$ cat config.mk
export PLATFORM = sky130hd
export DESIGN_NAME = booth_radix2_signed_multiplier_flat
export DESIGN_NICKNAME = d
export VERILOG_FILES = /design/src/rtl/brsm_pkg.sv /design/src/rtl/brsm_if.sv /design/src/rtl/brsm_ctrl.sv /design/src/rtl/brsm_dp.sv /design/src/rtl/booth_radix2_signed_multiplier.sv /design/src/flat_wrapper.sv
export VERILOG_INCLUDE_DIRS = /design/src /design/src/rtl
export SDC_FILE = /design/constraint.sdc
export NUM_CORES = 1
export LEC_CHECK = 0
export CELL_PAD_IN_SITES_DETAIL_PLACEMENT = 1
export CELL_PAD_IN_SITES_GLOBAL_PLACEMENT = 1
export CORE_ASPECT_RATIO = 0.9
export CORE_UTILIZATION = 45
export CTS_CLUSTER_SIZE = 10
export DETAILED_ROUTE_END_ITERATION = 10
export DONT_BUFFER_PORTS = 1
export GPL_ROUTABILITY_DRIVEN = 0
export PLACE_DENSITY_LB_ADDON = 0.1
export RECOVER_POWER = 50
export SYNTH_ARGS = -nofsm -noshare
export SYNTH_HDL_FRONTEND = slang
export SYNTH_SLANG_ARGS = --single-unit
$ cat constraint.sdc
create_clock -name i_clk -period 4.3 [get_ports i_clk]
set_input_delay 0.43 -clock i_clk [delete_from_list [all_inputs] [get_ports i_clk]]
set_output_delay 0.43 -clock i_clk [all_outputs]
set_load 0.1 [all_outputs]
$ cat src/rtl/booth_radix2_signed_multiplier_defines.svh
// Assertion macros for the Booth multiplier RTL (used by brsm_ctrl).
// No dependencies; files that assert take this header by include.
`ifndef BOOTH_RADIX2_SIGNED_MULTIPLIER_DEFINES_SVH
`define BOOTH_RADIX2_SIGNED_MULTIPLIER_DEFINES_SVH

// Same-cycle implication, checked on i_clk, off while i_rst_n is low.
`define BRSM_ASSERT_NOW(label, ante, cons, msg) \
    label: assert property (@(posedge i_clk) disable iff (!i_rst_n) (ante) |-> (cons)) \
        else $error(msg);

// Next-cycle implication, checked on i_clk, off while i_rst_n is low.
`define BRSM_ASSERT_NEXT(label, ante, cons, msg) \
    label: assert property (@(posedge i_clk) disable iff (!i_rst_n) (ante) |=> (cons)) \
        else $error(msg);

`endif

$ cat src/rtl/brsm_pkg.sv
// Shared types and constants for the Booth radix-2 multiplier.
// No dependencies; used by the interfaces, controller, datapath and top level.
`timescale 1ns / 1ps
`default_nettype none

package brsm_pkg;

    localparam int IN_W          = 16;  // request operand field width
    localparam int OUT_W         = 32;  // product field width
    localparam int WIDTH_DEFAULT = 16;  // operand width used by the recoding

    // Booth pair {current multiplier bit, previous bit}
    localparam logic [1:0] BOOTH_ADD = 2'b01;
    localparam logic [1:0] BOOTH_SUB = 2'b10;

    typedef enum logic [2:0] {
        ST_IDLE = 3'b001,
        ST_RUN  = 3'b010,
        ST_DONE = 3'b100
    } t_state;

    typedef struct packed {
        logic load;     // take new operands, clear accumulator
        logic step;     // one add/subtract and shift pass
        logic capture;  // move finished product into output register
    } t_dp_cmd;

endpackage

`default_nettype wire

$ cat src/rtl/brsm_if.sv
// Valid/ready channel interfaces for operand requests and product results.
// Depends on brsm_pkg for field widths.
`timescale 1ns / 1ps
`default_nettype none

interface brsm_req_if;
    logic                             valid;
    logic                             ready;
    logic signed [brsm_pkg::IN_W-1:0] multiplicand;
    logic signed [brsm_pkg::IN_W-1:0] multiplier;

    modport source (output valid, output multiplicand, output multiplier, input ready);
    modport sink   (input valid, input multiplicand, input multiplier, output ready);
endinterface

interface brsm_rsp_if;
    logic                              valid;
    logic                              ready;
    logic signed [brsm_pkg::OUT_W-1:0] product;

    modport source (output valid, output product, input ready);
    modport sink   (input valid, input product, output ready);
endinterface

`default_nettype wire

$ cat src/rtl/brsm_ctrl.sv
// Controller FSM: request handshake, pass counter, output register valid.
// Depends on brsm_pkg and the assertion header.
`timescale 1ns / 1ps
`default_nettype none
`include "booth_radix2_signed_multiplier_defines.svh"

module brsm_ctrl #(
    parameter int WIDTH = brsm_pkg::WIDTH_DEFAULT
) (
    input  wire                 i_clk,
    input  wire                 i_rst_n,
    input  wire                 i_in_valid,
    output logic                o_in_ready,
    output logic                o_out_valid,
    input  wire                 i_out_ready,
    output brsm_pkg::t_dp_cmd   o_cmd
);

    localparam int CW = (WIDTH > 1) ? $clog2(WIDTH) : 1;

    brsm_pkg::t_state r_state, n_state;
    logic [CW-1:0]    r_cnt, n_cnt;
    logic             r_out_valid, n_out_valid;
    logic             out_free;
    logic             accept;
    logic             last_pass;

    assign out_free   = !r_out_valid || i_out_ready;
    assign last_pass  = (r_cnt == CW'(WIDTH - 1));
    assign o_in_ready = (r_state == brsm_pkg::ST_IDLE) ||
                        ((r_state == brsm_pkg::ST_DONE) && out_free);
    assign accept     = i_in_valid && o_in_ready;

    assign o_cmd.load    = accept;
    assign o_cmd.step    = (r_state == brsm_pkg::ST_RUN);
    assign o_cmd.capture = (r_state == brsm_pkg::ST_DONE) && out_free;
    assign o_out_valid   = r_out_valid;

    always_comb begin
        n_state = r_state;
        unique case (r_state)
            brsm_pkg::ST_IDLE: begin
                if (accept) n_state = brsm_pkg::ST_RUN;
            end
            brsm_pkg::ST_RUN: begin
                if (last_pass) n_state = brsm_pkg::ST_DONE;
            end
            brsm_pkg::ST_DONE: begin
                if (out_free) n_state = accept ? brsm_pkg::ST_RUN : brsm_pkg::ST_IDLE;
            end
            default: n_state = brsm_pkg::ST_IDLE;
        endcase
    end

    always_comb begin
        n_cnt = r_cnt;
        if (accept) begin
            n_cnt = '0;
        end else if (o_cmd.step) begin
            n_cnt = r_cnt + CW'(1);
        end
    end

    always_comb begin
        n_out_valid = r_out_valid;
        if (o_cmd.capture) begin
            n_out_valid = 1'b1;
        end else if (i_out_ready) begin
            n_out_valid = 1'b0;
        end
    end

    always_ff @(posedge i_clk) begin
        if (!i_rst_n) begin
            r_state     <= brsm_pkg::ST_IDLE;
            r_cnt       <= '0;
            r_out_valid <= 1'b0;
        end else begin
            r_state     <= n_state;
            r_cnt       <= n_cnt;
            r_out_valid <= n_out_valid;
        end
    end

    `BRSM_ASSERT_NEXT(a_accept_starts_run, accept, (r_state == brsm_pkg::ST_RUN) && (r_cnt == '0), "accepted request did not start the passes")
    `BRSM_ASSERT_NOW(a_capture_when_free, o_cmd.capture, !r_out_valid || i_out_ready, "capture would overwrite an untaken product")
    `BRSM_ASSERT_NEXT(a_capture_sets_valid, o_cmd.capture, r_out_valid, "captured product not presented")
    `BRSM_ASSERT_NOW(a_cnt_in_range, r_state == brsm_pkg::ST_RUN, r_cnt <= CW'(WIDTH - 1), "pass counter ran past the last pass")

endmodule

`default_nettype wire

$ cat src/rtl/brsm_dp.sv
// Datapath: guarded accumulator, multiplier shift register, Booth add/subtract.
// Depends on brsm_pkg for widths, Booth pair codes and the command struct.
`timescale 1ns / 1ps
`default_nettype none

module brsm_dp #(
    parameter int WIDTH = brsm_pkg::WIDTH_DEFAULT
) (
    input  wire                                i_clk,
    input  brsm_pkg::t_dp_cmd                  i_cmd,
    input  wire signed [brsm_pkg::IN_W-1:0]    i_multiplicand,
    input  wire signed [brsm_pkg::IN_W-1:0]    i_multiplier,
    output logic signed [brsm_pkg::OUT_W-1:0]  o_product
);

    localparam int PW = 2 * WIDTH + 1;

    logic signed [WIDTH-1:0]       r_m;
    logic        [WIDTH:0]         r_acc;
    logic        [WIDTH-1:0]       r_q;
    logic                          r_prev;
    logic signed [brsm_pkg::OUT_W-1:0] r_product;

    logic [WIDTH:0]   m_ext;
    logic [WIDTH:0]   sum;
    logic [PW-1:0]    full;
    logic signed [63:0] wide;

    assign m_ext = {r_m[WIDTH-1], r_m};

    always_comb begin
        unique case ({r_q[0], r_prev})
            brsm_pkg::BOOTH_SUB: sum = r_acc - m_ext;
            brsm_pkg::BOOTH_ADD: sum = r_acc + m_ext;
            default:             sum = r_acc;
        endcase
    end

    // Accumulator carries a guard bit, so the full product is PW bits wide.
    assign full = {r_acc, r_q};
    assign wide = 64'(signed'(full));

    always_ff @(posedge i_clk) begin
        if (i_cmd.load) begin
            r_m    <= WIDTH'(i_multiplicand);
            r_q    <= WIDTH'(i_multiplier);
            r_acc  <= '0;
            r_prev <= 1'b0;
        end else if (i_cmd.step) begin
            r_prev <= r_q[0];
            r_q    <= {sum[0], r_q[WIDTH-1:1]};
            r_acc  <= {sum[WIDTH], sum[WIDTH:1]};
        end
        if (i_cmd.capture) begin
            r_product <= wide[brsm_pkg::OUT_W-1:0];
        end
    end

    assign o_product = r_product;

endmodule

`default_nettype wire

$ cat src/rtl/booth_radix2_signed_multiplier.sv
// Booth radix-2 signed multiplier: an accepted request runs WIDTH passes, then
// one capture into the output register makes the product valid; 16 passes by
// default. One request is multiplied at a time, set by the single add/subtract
// unit doing one pass per multiplier bit. The output register lets the next
// request start while a product waits. Reset (i_rst_n, synchronous, active
// low) returns the controller to idle and drops any pending product.
`timescale 1ns / 1ps
`default_nettype none

module booth_radix2_signed_multiplier #(
    parameter int WIDTH = brsm_pkg::WIDTH_DEFAULT
) (
    input  wire       i_clk,
    input  wire       i_rst_n,
    brsm_req_if.sink  i_req,
    brsm_rsp_if.source o_rsp
);

    brsm_pkg::t_dp_cmd cmd;

    // Controller: owns the handshakes and counts the WIDTH Booth passes.
    brsm_ctrl #(
        .WIDTH (WIDTH)
    ) u_ctrl (
        .i_clk       (i_clk),
        .i_rst_n     (i_rst_n),
        .i_in_valid  (i_req.valid),
        .o_in_ready  (i_req.ready),
        .o_out_valid (o_rsp.valid),
        .i_out_ready (o_rsp.ready),
        .o_cmd       (cmd)
    );

    // Datapath: load operands on request accept, advance one pass per step,
    // hold the finished product in its output register until taken.
    brsm_dp #(
        .WIDTH (WIDTH)
    ) u_dp (
        .i_clk          (i_clk),
        .i_cmd          (cmd),
        .i_multiplicand (i_req.multiplicand),
        .i_multiplier   (i_req.multiplier),
        .o_product      (o_rsp.product)
    );

endmodule

`default_nettype wire

$ cat src/flat_wrapper.sv
// flat-port wrapper written by rule: the top's interface ports become plain ports
module booth_radix2_signed_multiplier_flat 
#(
    parameter int WIDTH = brsm_pkg::WIDTH_DEFAULT
)
  (i_clk, i_rst_n, i_req_valid, i_req_multiplicand, i_req_multiplier, i_req_ready, o_rsp_valid, o_rsp_product, o_rsp_ready);
  brsm_req_if i_req_i ();
  brsm_rsp_if o_rsp_i ();
  input  wire i_clk;
  input  wire i_rst_n;
  input wire logic [$bits(i_req_i.valid)-1:0] i_req_valid;
  input wire logic [$bits(i_req_i.multiplicand)-1:0] i_req_multiplicand;
  input wire logic [$bits(i_req_i.multiplier)-1:0] i_req_multiplier;
  output wire logic [$bits(i_req_i.ready)-1:0] i_req_ready;
  output wire logic [$bits(o_rsp_i.valid)-1:0] o_rsp_valid;
  output wire logic [$bits(o_rsp_i.product)-1:0] o_rsp_product;
  input wire logic [$bits(o_rsp_i.ready)-1:0] o_rsp_ready;
  assign i_req_i.valid = i_req_valid;
  assign i_req_i.multiplicand = i_req_multiplicand;
  assign i_req_i.multiplier = i_req_multiplier;
  assign i_req_ready = i_req_i.ready;
  assign o_rsp_valid = o_rsp_i.valid;
  assign o_rsp_product = o_rsp_i.product;
  assign o_rsp_i.ready = o_rsp_ready;
  booth_radix2_signed_multiplier #(.WIDTH(WIDTH)) u_core (.i_clk(i_clk), .i_rst_n(i_rst_n), .i_req(i_req_i), .o_rsp(o_rsp_i));
endmodule
== After elaboration in Yosys (flattened, before gate mapping) ==
Cells that the tools add are included.

* Flip-flop bits (word level): 89

* Reduce and logical (&&, ||, !) cells: 9
* Bitwise logic cells: 1
* Eq/ne operators: 9
* Muxes and demuxes: 10
* Add/sub/neg operators: 3

{| class="wikitable"
|+ Operators with widths
! cell !! count
|-
| 17-bit case mux with 2 select lines || 1
|-
| 16-bit 2-to-1 mux || 2
|-
| 16-bit by 16-bit adder with 17-bit output || 1
|-
| 16-bit by 16-bit subtractor with 17-bit output || 1
|-
| 3-bit 2-to-1 mux || 3
|-
| 3-bit case mux with 3 select lines || 1
|-
| 2-bit inequality test, second input constant || 3
|-
| 4-bit by 1-bit adder with 4-bit output, second input constant || 1
|-
| 4-bit == test, second input constant || 1
|-
| 2-bit nonzero test || 2
|-
| 3-bit by 1-bit == test with 1-bit output, second input constant || 1
|-
| 3-bit by 2-bit == test with 1-bit output, second input constant || 1
|-
| 3-bit == test, second input constant || 1
|-
| 3-bit AND reduction || 1
|-
| 2-bit by 1-bit == test with 1-bit output, second input constant || 1
|-
| 2-bit == test, second input constant || 1
|-
| 1-bit logical AND || 2
|-
| 1-bit logical OR || 2
|-
| 1-bit 2-to-1 mux || 2
|-
| 2-bit 2-to-1 mux || 1
|-
| 2-bit OR reduction || 1
|-
| 1-bit zero test || 1
|-
| 1-bit NOT || 1
|}

== Logic depth before layout (Yosys ltp) ==
* Depth in word-level cells: 8
* Depth in mapped cells: 14
* Depth with buffers taken out: 14

== By module ==
A second synthesis with hierarchy kept.

* Cell total of the unflattened synthesis: 385
* Area total of the unflattened synthesis: 4445.5 um^2

{| class="wikitable"
|+ Modules (own cells, without submodules)
! module !! area each (um^2) !! times used !! sequential area each (um^2) !! cells an instance
|-
| brsm_dp || 4031.4 || 1 || 2262.2 || 338
|-
| brsm_ctrl || 414.1 || 1 || 160.2 || 47
|}

== Worst setup path after synthesis ==
OpenSTA, ideal clock, no wires.

* Path kind: register to register
* From: reg u_core.u_ctrl.r_out_valid, in the netlist u_core.u_ctrl.o_out_valid
* To: reg u_core.u_dp.r_product, in the netlist u_core.u_dp.o_product[0] (enable)
* Setup time: 461 ps
* Clock period less this slack: 3629 ps
* Stages on the path, launching flop included: 3
* Setup slack: 671 ps
* Data required time: 3839 ps
* Arrival: 3168 ps
* Path buffers: 0
* Path through: dfxtp_1 nor2b_1 nor3_1

* Word-level cells in the longest chain between the ends: 3

{| class="wikitable"
|+ RTL lines
! item !! line !! text
|-
| from (decl) || brsm_ctrl.sv:23 || <nowiki>logic r_out_valid, n_out_valid;</nowiki>
|-
| from (signal assigned) || brsm_ctrl.sv:81 || <nowiki>r_out_valid <= n_out_valid;</nowiki>
|-
| 1-bit zero test || brsm_ctrl.sv:28 || <nowiki>assign out_free = !r_out_valid || i_out_ready;</nowiki>
|-
| 1-bit logical OR || brsm_ctrl.sv:28 ||
|-
| 1-bit logical AND || brsm_ctrl.sv:36 || <nowiki>assign o_cmd.capture = (r_state == brsm_pkg::ST_DONE) && out_free;</nowiki>
|-
| to (signal assigned) || brsm_dp.sv:55 || <nowiki>r_product <= wide[brsm_pkg::OUT_W-1:0];</nowiki>
|-
| to (decl) || brsm_dp.sv:22 || <nowiki>logic signed [brsm_pkg::OUT_W-1:0] r_product;</nowiki>
|}

Every way passes these cells.
A chain may end at the register's enable or synchronous reset.

== Final worst setup path ==
* From: reg u_core.u_dp.r_q[0]
* To: reg u_core.u_dp.r_acc[12]

* Word-level cells in the longest chain between the ends: 2

{| class="wikitable"
|+ RTL lines
! item !! line !! text
|-
| from (decl) || brsm_dp.sv:20 || <nowiki>logic [WIDTH-1:0] r_q;</nowiki>
|-
| from (signal assigned) || brsm_dp.sv:46 || <nowiki>r_q <= WIDTH'(i_multiplier);</nowiki>
|-
| from (signal assigned) || brsm_dp.sv:51 || <nowiki>r_q <= {sum[0], r_q[WIDTH-1:1]};</nowiki>
|-
| 2-bit by 1-bit == test with 1-bit output / 2-bit == test (equally long branches) || brsm_dp.sv:32 || <nowiki>unique case ({r_q[0], r_prev})</nowiki>
|-
| 17-bit case mux with 2 select lines * || brsm_dp.sv:32 ||
|-
| to (signal assigned) || brsm_dp.sv:52 || <nowiki>r_acc <= {sum[WIDTH], sum[WIDTH:1]};</nowiki>
|-
| to (decl) || brsm_dp.sv:19 || <nowiki>logic [WIDTH:0] r_acc;</nowiki>
|}

Every way passes the cells marked *; elsewhere a longest branch is shown, timed or not.

==> out/metrics.cfg <==
[timing]
slew_headroom_pct = 2.53
drv_slew = 0
worst_pin_slew_ps = 1450
finalSetupViolations = 0
fin_skew_ps = 12.8
setup_ws_ps = 1100
fin_crit_sh_pct = 74.3
final.min_clock_period_ps = 3200
rsz0062_at_grt = false
fmax_mhz = 313
finalSetupTns_ps = 0
hold_violations = 0

[critical_path]
critPathLaunchType = flop
cp_common_cell = ha_1
startpoint = u_core.u_dp.r_q[0]
worstPathCellList = inv_1 > ha_1 > mux2_2 > ha_1 > a21oi_1 > nor2b_1 > a31oi_4 > o21ai_4 > a2111oi_4 > a2111o_1 > nand3_1
end_kind = flop
cp_max_fo = 16
rr_worst_depth = 11
regToRegEndpoint = u_core.u_dp.r_acc[12]
r2r_slack_ps = 1100
cp.required_ps = 4530
critPathMaxStageDelay_ps = 520
cp.arrival_ps = 3430
worst_path_max_delay_cell = ha_1
crit_type = reg -> reg
crit_path_end = u_core.u_dp.r_acc[12]
reg2reg_from = u_core.u_dp.r_q[0]

[layout]
antennaDiodeCount = 0
fin_cells = 538
fin_util_pct = 50.5
syn2layout_area_growth_pct = 7.29
regArea_um2 = 2420
n_fill_cell = 1037
multi_input_area_um2 = 1840
drive_above_1_share_pct = 7.45
final_cell_mix = edfxtp_1, nand2_1, a21oi_1
num-nets-final = 468
layout_commonest_cell = edfxtp_1

[floorplanning]
die_y_um = 95.5
rows = 33
fp.dieArea_um2 = 10100
initial_core_util_pct = 47.1
ios = 70
die_x_um = 106
coreArea_um2 = 9290

[hold_path]
hold_path_class = in -> reg

[yosys]
syn_area_um2 = 4370
syn_area_per_cell_um2 = 10.6
yosysUniqueCellTypes = 49
async_flop_share_pct = 0
synthCells = 413
synth_warnings = 0
synth_seq_area_share_pct = 55.4
synth-edff-count = 64
ys.flop_type = edfxtp_1
ys_seq_elements = 89
synth_fp_nets = 470

[power]
cellPowerDensity_nw_per_um2 = 439
total_power_uw = 2060
ir_drop_mv = 0.193
p_leak_uw = 0.00172

[clock_tree]
cts_htree_levels = 3
cts_resized = 0
hold_buffers = 0
clock-sinks = 89
clock-root-buffer = clkbuf_8
clk_latency_ps = 350
cts_buffers = 9
cts_tree = done
clock_path_buffers = 2
post-cts-setup-buffers = 0
path_clk_slew_ps = 90

[global_routing]
grt_pass1_wl_um = 14600
grt_overflow = 0
grt_max_degree = 37
grt_pass1_vias = 2956
antenna_found_initial = 0
grt.total_usage_pct = 18.6

[placement]
dp_cells = 522
place_hpwl_um = 6750
detailedPlace.worstSlack_ps = 1110
portBuffers = 0

[detailed_routing]
drtPass1Iterations = 4
wire_per_inst_um = 16.9
drcViolationCount = 0
postRouteAntennaNets = 0
wl_um = 9080
vias = 3019
dr.first_iter.drc_count = 91
vias_per_cell = 5.61

[flow_run]
maxCapViolations = 0

[run_status]
outcome = finished clean

[synth_stat cells (7+ instances only)]
cell      number  area (um^2)
a21oi_1       35          175
clkbuf_1      14         52.6
dfxtp_1       25          500
edfxtp_1      64         1920
ha_1          20          250
inv_1         12         45.0
nand2_1       61          229
nand2b_1       7         43.8
nand3_1       23          115
nor2_1        29          109
nor3_1         8         40.0
o21ai_0       23          115
xor2_1        21          184
[critical path, delay by kind of cell, from the launching register on]
kind,cells,cell delay [ps]
adders and majority gates,2,800
muxes,1,440
and+or+nand+nor,2,150
DFF,1,410
AOI/OAI and AO/OA,5,1170
buffers and inverters,1,120
[how the worst min path moves through the flow]
stage	from	to	slack, ps	depth (start not counted)
finish	i_rst_n	u_core.u_ctrl.r_state[0]	150	1
global placement	u_core.u_dp.r_q[11]	u_core.u_dp.o_product[11]	430	0
detailed placement	u_core.u_dp.r_q[6]	u_core.u_dp.o_product[6]	440	0
CTS	i_rst_n	u_core.u_ctrl.r_state[0]	140	1
floorplan	u_core.u_dp.r_q[10]	u_core.u_dp.o_product[10]	430	0
global route	i_rst_n	u_core.u_ctrl.r_state[0]	130	1
[layout make-up]
type / instances / area share, %
clock buffers: 10 / 2.72
clock inverters: 6 / 1.55
inverters: 12 / 0.960
multi-input cells: 295 / 39.3
flip-flops and latches: 89 / 51.6
well taps: 122 / 3.25
repair buffers: 4 / 0.640
[registers in the layout, indices dropped and copies added, names as in the netlist]
name                       cells
u_core.u_dp.o_product         32
u_core.u_dp.r_acc             16
u_core.u_dp.r_m               16
u_core.u_dp.r_q               16
u_core.u_ctrl.r_cnt            4
u_core.u_ctrl.r_state          3
u_core.u_ctrl.o_out_valid      1
u_core.u_dp.r_prev             1
[kinds of logic (layout without fill, tap and decap cells)]
group,after synthesis,in the layout,synth area share (%)
AO/OA/AOI/OAI,85,85,12.4
XOR/XNOR,27,27,5.41
adder cells (fa/ha/maj),21,21,6.18
buffers and inverters,29,32,2.55
flip-flops,89,89,55.4
multiplexers,5,5,1.17
AND/OR/NAND/NOR,157,157,16.9
[per-stage QoR]
stage	hold WS [ps]	instance area (um^2)
after floorplan	426	4370
after global placement	430	4500
after detailed placement	436	4500
after CTS	141	4700
after global routing	135	4690
final	152	4690
[layer usage]
metal | vias up | track usage, % | share of wire, %
li1 | 1483 | - | -
met1 | 1460 | 24.0 | 49
met2 | 68 | 31.6 | 47
met3 | 8 | 3.96 | 3.3
met4 | 0 | 5.44 | 0.98
met5 | - | 0 | 0
[where the power goes]
part	leakage [uW]	internal [uW]	switching (uW)	total, uW
clock	0.0000979	276	305	582
combinational	0.000817	149	267	415
sequential	0.000800	999	63.5	1060
total	0.00172	1420	635	2060
(Power assumes the default switching activity.)
